## src/hw/rtl/pewd_pkg.sv

```systemverilog
package pewd_pkg;

    localparam int ACC_W = 48;
    localparam int COEF_W = 32;
    localparam int FRAC_BITS = 16;

    localparam logic KIND_LOAD = 1'b0;
    localparam logic KIND_EVAL = 1'b1;

    localparam logic signed [ACC_W-1:0] POS48 = 48'sh7FFF_FFFF_FFFF;
    localparam logic signed [ACC_W-1:0] NEG48 = -48'sh8000_0000_0000;
    localparam logic [63:0] ROUND_HALF = 64'h8000;

    typedef struct packed {
        logic                     kind;
        logic [5:0]               coeff_index;
        logic signed [COEF_W-1:0] coeff_value;
        logic signed [COEF_W-1:0] x_value;
    } t_cmd;

    typedef struct packed {
        logic signed [ACC_W-1:0] poly_value;
        logic signed [ACC_W-1:0] first_derivative;
        logic signed [ACC_W-1:0] second_derivative;
        logic                    overflow_flag;
    } t_result;

endpackage

```

## src/hw/rtl/pewd_rnd_sat.sv

```systemverilog
module pewd_rnd_sat (
    input  logic [62:0]                           i_plo,
    input  logic [46:0]                           i_phi,
    input  logic                                  i_neg,
    output logic signed [pewd_pkg::ACC_W-1:0]     o_mq,
    output logic                                  o_ovf
);

    logic [63:0] w_lo_rnd;
    logic [63:0] w_mag;

    assign w_lo_rnd = (64'(i_plo) + pewd_pkg::ROUND_HALF) >> pewd_pkg::FRAC_BITS;
    assign w_mag = {1'b0, i_phi, 16'b0} + w_lo_rnd;

    always_comb begin
        o_ovf = 1'b0;
        if (i_neg) begin
            if (w_mag > 64'h8000_0000_0000) begin
                o_ovf = 1'b1;
                o_mq = pewd_pkg::NEG48;
            end else begin
                o_mq = -$signed(w_mag[47:0]);
            end
        end else begin
            if (w_mag > 64'h7FFF_FFFF_FFFF) begin
                o_ovf = 1'b1;
                o_mq = pewd_pkg::POS48;
            end else begin
                o_mq = $signed(w_mag[47:0]);
            end
        end
    end

endmodule

```

## config.mk

```make
export PLATFORM = sky130hd
export DESIGN_NAME = pewd_rnd_sat
export DESIGN_NICKNAME = d
export VERILOG_FILES = /design/src/hw/rtl/pewd_pkg.sv /design/src/hw/rtl/pewd_rnd_sat.sv
export SDC_FILE = /design/constraint.sdc
export NUM_CORES = 1
export LEC_CHECK = 0
export BUFFER_PORTS_ARGS = -buffer_cell sky130_fd_sc_hd__buf_2
export CAP_MARGIN = 20
export CORE_UTILIZATION = 50
export DETAILED_ROUTE_END_ITERATION = 8
export PLACE_DENSITY = 0.87
export SYNTH_ARGS = -nofsm -noshare
export SYNTH_HDL_FRONTEND = slang
export SYNTH_SLANG_ARGS = --single-unit
```

## constraint.sdc

```tcl
create_clock -name vclk -period 17.4
set_input_delay 3.48 -clock vclk [all_inputs]
set_output_delay 3.48 -clock vclk [all_outputs]
set_load 0.01 [all_outputs]
```

==> results_dict.tcl <==
set metrics [dict create \
    status "completed" \
    syn2layout_area_growth_pct 11.5 \
    route.detailed.drc 0 \
    final_max_slew_viol_count 0 \
    relSlewSlack_pct 27.2 \
    seq_cells 0 \
    die_x_um 109 \
    max_stage_delay_ps 880 \
    hold_class "input port to primary output" \
    power.total_mw 0.191 \
    cp_cell_sequence "buf_2, ha_1, nand3_1, nor2_1, nand2_1, or3_1, nor3_1, and3_1, and3_1, and3_1, xor2_1, ha_1, nand2_1, nor2_1, a211oi_1, o21ai_0, a211oi_1, o211ai_1, nor4_1, nand3_1, or2_1, o21ai_1, buf_2" \
    vias 7565 \
    synth_fp_nets 1062 \
    worst_pin_slew_ps 1090 \
    grt_pass1_vias 6589 \
    drt_pass1_iterations 6 \
    period_share_pct 84.8 \
    synthesis.area_um2 5760 \
    cpMostUsedCell "and3_1" \
    avgRoutedWirePerCell_um 15.8 \
    rows 38 \
    regArea_um2 0 \
    synth_seq_area_share_pct 0 \
    start_util_pct 52.2 \
    post-route-util_pct 58.2 \
    grt_overflow 0 \
    yosys-top-cells-area "ha_1 7.8%, nand2_1 6.6%, a21oi_1 6.3%, xnor2_1 6.2%, nor2_1 5.2%" \
    finalHoldViolCount 0 \
    worst_ep_required_time_ps 13920 \
    totalWireLength_mm 18.1 \
    path_class "input port to primary output" \
    grt_antenna_before_repair 0 \
    syn_inst 914 \
    antennaDiodeCount 0 \
    post_cts_buffers 0 \
    core_area_um2 11000 \
    port_buffers 145 \
    globalplace.congestion 0.930 \
    synth_top_area_share_pct 7.82 \
    track_usage_pct 29.3 \
    p_per_area_nw_per_um2 29.8 \
    grt_max_degree 73 \
    yosysWarnings 0 \
    critPathMaxFanout 28 \
    endpoint_kind "primary output" \
    nets 1156 \
    setup_viol 0 \
    grt_pass1_wl_mm 29.4 \
    rsz0062_at_grt "no" \
    dpl.hpwl_mm 14.5 \
    setup-tns-final_ps 0 \
    yosys.area.top_type "ha_1" \
    die-height_um 109 \
    min_period_ps 14750 \
    p_leak_nw 2.62 \
    worstPathArrival_ps 11270 \
    cts-resized-gates 0 \
    start_kind "input port" \
    placed_area_um2 6420 \
    syn_area_per_cell_um2 6.30 \
    ant_nets 0 \
    fmax_mhz 67.8 \
    vdd.ir_drop.worst_mv 0.0153 \
    clkbuf_count 0 \
    drv_cap 0 \
    via_per_inst 6.60 \
    num_io_pins 160 \
    drive_gt1_share_pct 17.0 \
    cpMaxStageDelayCell "or2_1" \
    cts.hold.buffers_added 0 \
    drt-initial-drc-count 803 \
    fin_area_um2 6420 \
    post_synth_num_cell_types 78 \
    die_area_um2 12000 \
]
[critical path, delay by kind of cell]
family | cells | cell delay [ps]
and+or+nand+nor | 13 | 5040
AOI/OAI and AO/OA | 5 | 1650
adders and majority gates | 2 | 580
buffers and inverters | 2 | 320
xor gates and xnor gates | 1 | 170
[logic make-up (layout without fill, tap and decap cells)]
family	count (synthesis)	count (layout)	synth area share, %
buffers and inverters	70	162	5.36
multiplexers	24	24	4.32
XOR/XNOR	71	71	10.8
AO/OA/AOI/OAI	317	317	35.9
adder cells (fa/ha/maj)	37	37	8.17
AND/OR/NAND/NOR	395	395	35.5
[per-layer routing]
metal / track usage, % / routed length (µm) / vias up
li1: - / - / 3666
met1: 39.3 / 8090 / 3433
met2: 49.8 / 8040 / 405
met3: 2.02 / 1420 / 61
met4: 9.33 / 594 / 0
met5: 0 / 0 / -
[where the power goes]
group	internal [mW]	total, mW	switching [mW]
Sequential	0	0	0
Clock	0	0	0
Combinational	0.0703	0.191	0.121
Total	0.0703	0.191	0.121
[placed cells by master, fill, tap and decap left out, drive strengths merged, types with 14 or more instances in the layout]
cell    netlist  layout
and2         14      14
mux2i        17      17
ha           36      36
xnor2        41      41
a211oi       15      15
xor2         30      30
nand4        32      32
o31a         14      14
inv          15      15
nor3         29      29
nand2       102     102
nor2         80      80
a21o         19      19
buf          15     147
and3         21      21
nand3        47      47
a21oi        73      73
o21ai        89      89
[per-stage QoR]
stage          hold slack [ps]  std cells  worst slack (ps)
2_1_floorplan             7170        914              5140
3_3_place_gp              7420       1146              2870
3_5_place_dp              7420       1146              2830
4_1_cts                   7420       1146              2790
5_1_grt                   7480       1146              2040
6_report                  7430       1146              2650
[worst paths after layout]
kind	start	endpoint	slack, ps	cells after the start
worst max-delay path	i_plo[16]	o_mq[33]	2650	23
worst min-delay path	i_plo[23]	o_mq[7]	7430	4
[Yosys cell counts (7+ instances only)]
library cell	instances
o21ai_1	34
xnor2_1	41
a211oi_1	14
or3_1	13
o31ai_1	9
and2_1	13
nand3_1	46
ha_1	36
nor2_1	80
and4_1	11
buf_2	10
o21a_1	13
nor3_1	27
a21o_1	19
o21ai_0	55
o211ai_1	13
inv_1	15
nand4_1	32
xor2_1	30
o31a_1	14
or2_2	7
mux2i_1	17
o22ai_1	8
and3_1	21
a31oi_1	10
a21oi_1	72
clkbuf_1	40
nand2_1	102
[area by class of cell]
| type | instances | area, µm² |
|---|---|---|
| fillers | 1134 | 4610 |
| inverters | 15 | 56.3 |
| multi-input cells | 844 | 5450 |
| well taps | 140 | 175 |
| repair buffers | 147 | 741 |
No activity file was read; power rests on OpenSTA's default activity.
